===== src/rtl/tss_pkg.sv =====
package tss_pkg;

   localparam int MAX_ITEMS = 64;
   localparam int ADDR_W    = (MAX_ITEMS > 1) ? $clog2(MAX_ITEMS) : 1;
   localparam int CNT_W     = $clog2(MAX_ITEMS + 1);
   localparam int EXT_W     = CNT_W + 1;
   localparam int VALUE_W   = 32;
   localparam int INDEX_W   = 6;
   localparam int SUM_W     = VALUE_W + 2;

   typedef struct packed {
      logic signed [VALUE_W-1:0] item_value;
      logic                      last_item;
   } req_type;

   typedef struct packed {
      logic                      found;
      logic signed [VALUE_W-1:0] first_value;
      logic signed [VALUE_W-1:0] second_value;
      logic signed [VALUE_W-1:0] third_value;
      logic [INDEX_W-1:0]        first_index;
      logic [INDEX_W-1:0]        second_index;
      logic [INDEX_W-1:0]        third_index;
      logic                      overflowed;
   } rsp_type;

   // Reported indices are the store address masked to the output width.
   function automatic logic [INDEX_W-1:0] to_index(input logic [ADDR_W-1:0] addr);
      logic [ADDR_W+INDEX_W-1:0] wide;
      wide = {{INDEX_W{1'b0}}, addr};
      return wide[INDEX_W-1:0];
   endfunction

   function automatic logic [EXT_W-1:0] addr_ext(input logic [ADDR_W-1:0] addr);
      logic [ADDR_W+EXT_W-1:0] wide;
      wide = {{EXT_W{1'b0}}, addr};
      return wide[EXT_W-1:0];
   endfunction

endpackage


===== src/rtl/tss_ram.sv =====
module tss_ram #(
   parameter int WIDTH = 32,
   parameter int DEPTH = 64
) (
   input  logic                                           clock,
   input  logic                                           wr_en,
   input  logic [((DEPTH > 1) ? $clog2(DEPTH) : 1)-1:0]  wr_addr,
   input  logic [WIDTH-1:0]                               wr_data,
   input  logic [((DEPTH > 1) ? $clog2(DEPTH) : 1)-1:0]  rd_addr,
   output logic [WIDTH-1:0]                               rd_data
);

   logic [WIDTH-1:0] mem_ff [DEPTH];
   logic [WIDTH-1:0] rd_data_ff;

   always_ff @(posedge clock) begin
      if (wr_en) begin
         mem_ff[wr_addr] <= wr_data;
      end
      rd_data_ff <= mem_ff[rd_addr];
   end

   assign rd_data = rd_data_ff;

endmodule


===== src/rtl/triplet_sum_search_unit.sv =====
// Channel   Direction  Handshake            Payload
// req_      in         req_valid/req_stall  tss_pkg::req_type (item_value, last_item)
// rsp_      out        rsp_valid/rsp_stall  tss_pkg::rsp_type (found, values, indices)
// csr_      in         csr_valid/csr_ready  target_sum, 32 bits signed
//
// Loading takes a request whenever one is valid; the last request starts the search, which reads
// one stored value per cycle: per first index a read and a latch step, per second index a sum
// step, preceded by a read step for each but its first, a scan step per candidate third index,
// a check step for setup and a finish step to post the result. Reset is synchronous and clears count,
// flags and target, not the store. req_stall is high from the last request until the
// result has been placed in the output register.
module triplet_sum_search_unit (
   input  logic              clock,
   input  logic              reset,
   input  logic              req_valid,
   output logic              req_stall,
   input  tss_pkg::req_type  req_payload,
   output logic              rsp_valid,
   input  logic              rsp_stall,
   output tss_pkg::rsp_type  rsp_payload,
   input  logic              csr_valid,
   output logic              csr_ready,
   input  logic [31:0]       csr_wdata
);

   import tss_pkg::*;

   localparam logic [2:0] ST_LOAD    = 3'd0;
   localparam logic [2:0] ST_CHECK   = 3'd1;
   localparam logic [2:0] ST_RD_I    = 3'd2;
   localparam logic [2:0] ST_LATCH_I = 3'd3;
   localparam logic [2:0] ST_RD_J    = 3'd4;
   localparam logic [2:0] ST_SUM     = 3'd5;
   localparam logic [2:0] ST_SCAN    = 3'd6;
   localparam logic [2:0] ST_FINISH  = 3'd7;

   localparam logic [CNT_W-1:0] MaxCount = CNT_W'(MAX_ITEMS);

   logic [2:0]                state_ff, state_in;
   logic [CNT_W-1:0]          count_ff, count_in;
   logic                      ovf_ff, ovf_in;
   logic signed [VALUE_W-1:0] target_ff;
   logic [ADDR_W-1:0]         i_ff, i_in;
   logic [ADDR_W-1:0]         j_ff, j_in;
   logic [ADDR_W-1:0]         k_ff, k_in;
   logic signed [VALUE_W-1:0] vi_ff, vi_in;
   logic signed [VALUE_W-1:0] vj_ff, vj_in;
   logic signed [VALUE_W-1:0] vk_ff, vk_in;
   logic signed [SUM_W-1:0]   pair_ff, pair_in;
   logic                      found_ff, found_in;
   logic                      rsp_valid_ff, rsp_valid_in;
   rsp_type                   rsp_ff, rsp_in;

   logic                      req_accept;
   logic                      ram_wr_en;
   logic [ADDR_W-1:0]         ram_rd_addr;
   logic [VALUE_W-1:0]        ram_rd_data;
   logic signed [SUM_W-1:0]   triple_sum;
   logic                      hit;
   logic [EXT_W-1:0]          count_ext;
   logic                      last_k;
   logic                      more_j;
   logic                      more_i;

   assign req_stall  = (state_ff != ST_LOAD);
   assign req_accept = req_valid && !req_stall;
   assign ram_wr_en  = req_accept && (count_ff < MaxCount);
   assign csr_ready  = 1'b1;

   tss_ram #(
      .WIDTH(VALUE_W),
      .DEPTH(MAX_ITEMS)
   ) u_store (
      .clock  (clock),
      .wr_en  (ram_wr_en),
      .wr_addr(count_ff[ADDR_W-1:0]),
      .wr_data(req_payload.item_value),
      .rd_addr(ram_rd_addr),
      .rd_data(ram_rd_data)
   );

   assign count_ext  = {1'b0, count_ff};
   assign triple_sum = pair_ff + SUM_W'($signed(ram_rd_data));
   assign hit        = (triple_sum == SUM_W'(target_ff));
   assign last_k     = (addr_ext(k_ff) + EXT_W'(1)) == count_ext;
   assign more_j     = (addr_ext(j_ff) + EXT_W'(2)) < count_ext;
   assign more_i     = (addr_ext(i_ff) + EXT_W'(3)) < count_ext;

   // The store's read is registered, so the read address is issued in the state before the one that uses the data.
   always_comb begin
      case (state_ff)
         ST_RD_I:    ram_rd_addr = i_ff;
         ST_LATCH_I: ram_rd_addr = j_ff;
         ST_RD_J:    ram_rd_addr = j_ff;
         ST_SUM:     ram_rd_addr = j_ff + 1'b1;
         ST_SCAN:    ram_rd_addr = k_ff + 1'b1;
         default:    ram_rd_addr = i_ff;
      endcase
   end

   always_comb begin
      state_in     = state_ff;
      count_in     = count_ff;
      ovf_in       = ovf_ff;
      i_in         = i_ff;
      j_in         = j_ff;
      k_in         = k_ff;
      vi_in        = vi_ff;
      vj_in        = vj_ff;
      vk_in        = vk_ff;
      pair_in      = pair_ff;
      found_in     = found_ff;
      rsp_valid_in = rsp_valid_ff && rsp_stall;
      rsp_in       = rsp_ff;

      case (state_ff)
         ST_LOAD: begin
            if (req_accept) begin
               if (count_ff < MaxCount) begin
                  count_in = count_ff + 1'b1;
               end else begin
                  ovf_in = 1'b1;
               end
               if (req_payload.last_item) begin
                  state_in = ST_CHECK;
               end
            end
         end
         ST_CHECK: begin
            found_in = 1'b0;
            i_in     = '0;
            if (count_ff < CNT_W'(3)) begin
               state_in = ST_FINISH;
            end else begin
               state_in = ST_RD_I;
            end
         end
         ST_RD_I: begin
            j_in     = i_ff + 1'b1;
            state_in = ST_LATCH_I;
         end
         ST_LATCH_I: begin
            vi_in    = $signed(ram_rd_data);
            state_in = ST_SUM;
         end
         ST_RD_J: begin
            state_in = ST_SUM;
         end
         ST_SUM: begin
            vj_in    = $signed(ram_rd_data);
            pair_in  = SUM_W'(vi_ff) + SUM_W'($signed(ram_rd_data));
            k_in     = j_ff + 1'b1;
            state_in = ST_SCAN;
         end
         ST_SCAN: begin
            k_in = k_ff + 1'b1;
            if (hit) begin
               found_in = 1'b1;
               vk_in    = $signed(ram_rd_data);
               k_in     = k_ff;
               state_in = ST_FINISH;
            end else if (last_k) begin
               if (more_j) begin
                  j_in     = j_ff + 1'b1;
                  state_in = ST_RD_J;
               end else if (more_i) begin
                  i_in     = i_ff + 1'b1;
                  state_in = ST_RD_I;
               end else begin
                  state_in = ST_FINISH;
               end
            end
         end
         ST_FINISH: begin
            if (!rsp_valid_ff || !rsp_stall) begin
               rsp_valid_in        = 1'b1;
               rsp_in              = '0;
               rsp_in.overflowed   = ovf_ff;
               if (found_ff) begin
                  rsp_in.found        = 1'b1;
                  rsp_in.first_value  = vi_ff;
                  rsp_in.second_value = vj_ff;
                  rsp_in.third_value  = vk_ff;
                  rsp_in.first_index  = to_index(i_ff);
                  rsp_in.second_index = to_index(j_ff);
                  rsp_in.third_index  = to_index(k_ff);
               end
               count_in = '0;
               ovf_in   = 1'b0;
               state_in = ST_LOAD;
            end
         end
         default: begin
            state_in = ST_LOAD;
         end
      endcase
   end

   always_ff @(posedge clock) begin
      if (reset) begin
         state_ff     <= ST_LOAD;
         count_ff     <= '0;
         ovf_ff       <= 1'b0;
         found_ff     <= 1'b0;
         rsp_valid_ff <= 1'b0;
         target_ff    <= '0;
      end else begin
         state_ff     <= state_in;
         count_ff     <= count_in;
         ovf_ff       <= ovf_in;
         found_ff     <= found_in;
         rsp_valid_ff <= rsp_valid_in;
         if (csr_valid && csr_ready) begin
            target_ff <= $signed(csr_wdata);
         end
      end
   end

   always_ff @(posedge clock) begin
      i_ff    <= i_in;
      j_ff    <= j_in;
      k_ff    <= k_in;
      vi_ff   <= vi_in;
      vj_ff   <= vj_in;
      vk_ff   <= vk_in;
      pair_ff <= pair_in;
      rsp_ff  <= rsp_in;
   end

   assign rsp_valid   = rsp_valid_ff;
   assign rsp_payload = rsp_ff;

`ifndef SYNTHESIS
   a_count_bounded : assert property (@(posedge clock) disable iff (reset)
      count_ff <= MaxCount)
      else $error("item count beyond store capacity");

   a_scan_order : assert property (@(posedge clock) disable iff (reset)
      (state_ff == ST_SCAN) |-> (k_ff > j_ff) && (j_ff > i_ff))
      else $error("search indices out of order");

   a_last_starts_search : assert property (@(posedge clock) disable iff (reset)
      (req_accept && req_payload.last_item) |=> (state_ff == ST_CHECK))
      else $error("last request did not start the search");

   a_found_ordered : assert property (@(posedge clock) disable iff (reset)
      (rsp_valid && rsp_payload.found) |->
         (rsp_payload.first_index < rsp_payload.second_index) &&
         (rsp_payload.second_index < rsp_payload.third_index))
      else $error("reported triple indices not ascending");
`endif

endmodule

===== config.mk =====
export PLATFORM = sky130hd
export DESIGN_NAME = triplet_sum_search_unit
export DESIGN_NICKNAME = d
export VERILOG_FILES = /design/src/rtl/tss_pkg.sv /design/src/rtl/tss_ram.sv /design/src/rtl/triplet_sum_search_unit.sv
export SDC_FILE = /design/constraint.sdc
export NUM_CORES = 2
export LEC_CHECK = 0
export BUFFER_PORTS_ARGS = -buffer_cell sky130_fd_sc_hd__buf_2
export CORE_ASPECT_RATIO = 2
export CORE_MARGIN = 2
export CORE_UTILIZATION = 35
export CTS_BUF_LIST = sky130_fd_sc_hd__clkbuf_8
export DETAILED_ROUTE_END_ITERATION = 10
export PLACE_DENSITY = 0.47
export SYNTH_ARGS = -nofsm -noshare
export SYNTH_HDL_FRONTEND = slang
export SYNTH_SLANG_ARGS = --single-unit

===== constraint.sdc =====
create_clock -name clock -period 4.42 [get_ports clock]
set_clock_uncertainty 0.15 [all_clocks]
set_input_delay 0.221 -clock clock [delete_from_list [all_inputs] [get_ports clock]]
set_output_delay 0.221 -clock clock [all_outputs]
set_load 0.005 [all_outputs]

==> impl_metrics.ini <==
[routing]
first_iter_violations = 2374
wirelength_mm = 265.1
met3_length_mm = 8.012
firstDrtPassIters = 5
viasPerCell = 4.966
drtAntennaViolNets = 0
route.detailed.drc = 0
routedWlPerCell_microns = 25.09
wl_met2_mm = 149.9
highest_layer = met5
dr_total_vias = 52480
drt-met1-wl_mm = 97.08

[clock_network]
cts_sinks = 2388
insertion_delay_ns = 1.01
cts_tree = built
h-tree-depth = 5
clockRootBuffer = clkbuf_8
cts_buffer_depth = 4
numCtsBuffers = 341
path_clk_slew_ns = 0.07

[sta]
finalMaxSlewViolations = 0
timing.fmax_mhz = 230.6
period_share_pct = 98.11
finalHoldViolations = 0
period_needed_ns = 4.337
final.setup.tns_ns = 0
worst-slew-pin-transition_ns = 1.273
hold-worst-slack_ns = 0.1430
max_slew_margin_pct = 15.16
finalSetupViolCount = 0

[logic_synthesis]
synthCells = 5768
synth_compound_area_share_pct = 1.969
syn_area_per_cell_sq_um = 17.23
ys_seq_elements = 2388
synthMuxAreaShare_pct = 20.79
synth_area_leaders = edfxtp_1 70%, mux2i_1 21%, dfxtp_1 1.6%, ha_1 1.0%, and2_1 0.77%
synth_top_family_by_area = multiplexers
synth_fa_ha_area_share_pct = 1.085
synth_edf_count = 2311
synth-main-ff-cell = edfxtp_1
synthesis.nets = 5923
synth_top_area_share_pct = 69.82
synthSimpleGateAreaFrac_pct = 2.617
yosys.area.top_type = edfxtp_1
synthDistinctLibCells = 73
syn_area_sq_um = 99390
ys_warn_count = 0
ys_async_sr_fraction_pct = 0
synth-seq-area-share_pct = 71.38
synth_xor_area_share_pct = 0.8107

[worst_setup_path]
critical_path_buf_inv_count = 4
worstSetupStartpointType = flip-flop
worst_setup_path_end_kind = flip-flop
path_cells = ha_1 > buf_4 > nand4_1 > a211oi_2 > nand3_1 > buf_4 > and2_1 > o221ai_2 > nand3_1 > nor4_4 > and4b_4 > and4_4 > buf_12 > buf_16
crit_start = pair_ff[12]$_DFFE_PP_
crit_fanout = 8
critical_path_class = reg2reg
slowest_delay_ns = 0.38
crit_required_ns = 4.94
cp_top_family = simple AND/OR/NAND/NOR gates
r2r-start = pair_ff[12]$_DFFE_PP_
arrival_ns = 4.86
crit_slowest_cell = ha_1

[floorplan]
coreArea_sq_um = 282500
die_h_microns = 757.6
fp-row-count = 276
io_pins = 189
die_area_sq_um = 288500
die_w_microns = 380.8
initial_core_util_pct = 35.18

[min_path]
holdCritStartpoint = req_valid
hp-class = in2reg

[outcome]
status = finished clean

[finish]
final_cells = 10570
synthToLayoutAreaGrowth_pct = 17.09
fin_util_pct = 41.19
layout_common_cells = 2311 x edfxtp_1, 2061 x mux2i_1, 353 x clkbuf_8, 280 x buf_4, 187 x buf_2
final_common_cell = edfxtp_1
drive_gt1_share_pct = 16.12
fin_nets = 6708

[global_route]
grt_first_pass_wirelength_mm = 382.6
antenna_found_initial = 6
gr-usage-all-layers_pct = 18.08
globalRouteOverflowTotal = 0
first_global_vias = 55420
grt_max_degree = 75

[pwr]
p_per_area_nw_per_um2 = 669.4
p_leak_nw = 42.73
peakVddDrop_mv = 0.5420

[place]
place.gp.congestion = 0.8864
dpl.cell_count = 9790
dp_hpwl_mm = 169.1
io_buffers = 187

[job]
maxCapViolCount = 0
-- layout make-up --
class | instances | area [sq um]
diodes | 4 | 10.01
clock buffers | 353 | 4858
clock inverters | 248 | 1548
fillers | 25730 | 166100
inverters | 36 | 137.6
multi-input cells | 3066 | 27780
flip-flops and latches | 2388 | 70940
well taps | 3753 | 4696
repair buffers | 720 | 6400
-- worst paths after layout --
kind / to / slack (ns) / depth (start not counted)
worst max-delay path: vk_ff[11]$_DFFE_PP_ / 0.08 / 14
worst min register to register: rsp_payload[0]$_DFFE_PP_ / 0.29 / 0
worst max register to register: vk_ff[11]$_DFFE_PP_ / 0.08 / 14
worst min-delay path: state_ff[0]$_SDFFE_PP0P_ / 0.14 / 5
-- metrics by stage --
stage               worst slack (ns)  cell area, sq um  power, W
global route               -0.009770            116400   0.08176
CTS                         -0.03008            116300   0.07909
global placement             -0.5099            108000   0.06153
floorplan                     0.1165             99390   0.04886
detailed placement           -0.4324            108000   0.06168
finish                       0.08338            116400   0.07790
-- worst register-to-register path: cells and delay by family, from the launching register on --
kind                     cells  cell delay, ns
AO/OA/AOI/OAI                2            0.64
adder cells (fa/ha/maj)      1            0.38
buffers and inverters        4            0.65
flip-flops                   1            0.37
AND/OR/NAND/NOR              7            1.80
-- registers in the layout, indices dropped and copies added (netlist names) --
register / cells
count_ff: 7
found_ff: 1
i_ff: 6
j_ff: 6
k_ff: 6
ovf_ff: 1
pair_ff: 33
rsp_payload: 116
rsp_valid: 1
state_ff: 3
target_ff: 32
u_store.mem_ff: 2048
u_store.rd_data: 32
vi_ff: 32
vj_ff: 32
vk_ff: 32
-- per-layer routing --
layer	up-vias	global-route usage [%]
met4	2	7.082
met1	26940	18.80
met3	468	2.307
met5	-	0
met2	978	36.05
li1	24090	-
-- cell families after synthesis --
group,after synthesis
AO/OA/AOI/OAI,297
buffers and inverters,314
XOR/XNOR,92
other,1
multiplexers,2064
adder cells (fa/ha/maj),85
flip-flops,2388
AND/OR/NAND/NOR,527
-- where the power goes --
group	internal, W	leakage [nW]	switching (W)
logic	0.0148	17.8	0.0200
registers	0.0257	21.4	0.000358
clock network	0.00844	3.57	0.00849
total	0.0490	42.7	0.0289
-- what timing repair did --
action                                  in CTS  in global routing
cloned                                       2                  0
gates resized for setup                     24                 18
endpoints found under the setup margin      53                 54
buffers inserted                             2                  2
hold buffers                               168                  0
pin swaps                                    5                 18
hold endpoints to repair                  2100                  0
-- cell usage after synthesis (all sizes together) (6+ instances only) --
cell / instances
nand3: 37
ha: 83
xnor2: 65
buf: 183
o211ai: 16
a21oi: 89
inv: 36
mux2i: 2061
o21bai: 6
nand2: 89
a31oi: 11
nor2: 176
clkbuf: 95
a221oi: 6
nor4: 7
edfxtp: 2311
a211o: 6
nand2b: 10
and3: 12
o21ai: 48
a21boi: 6
nor3: 21
o21a: 17
dfxtp: 77
nand4: 16
nor2b: 10
xor2: 27
and2: 123
a211oi: 17
and4: 8
a21o: 28
Note: power is estimated with default switching activity, not from simulation.
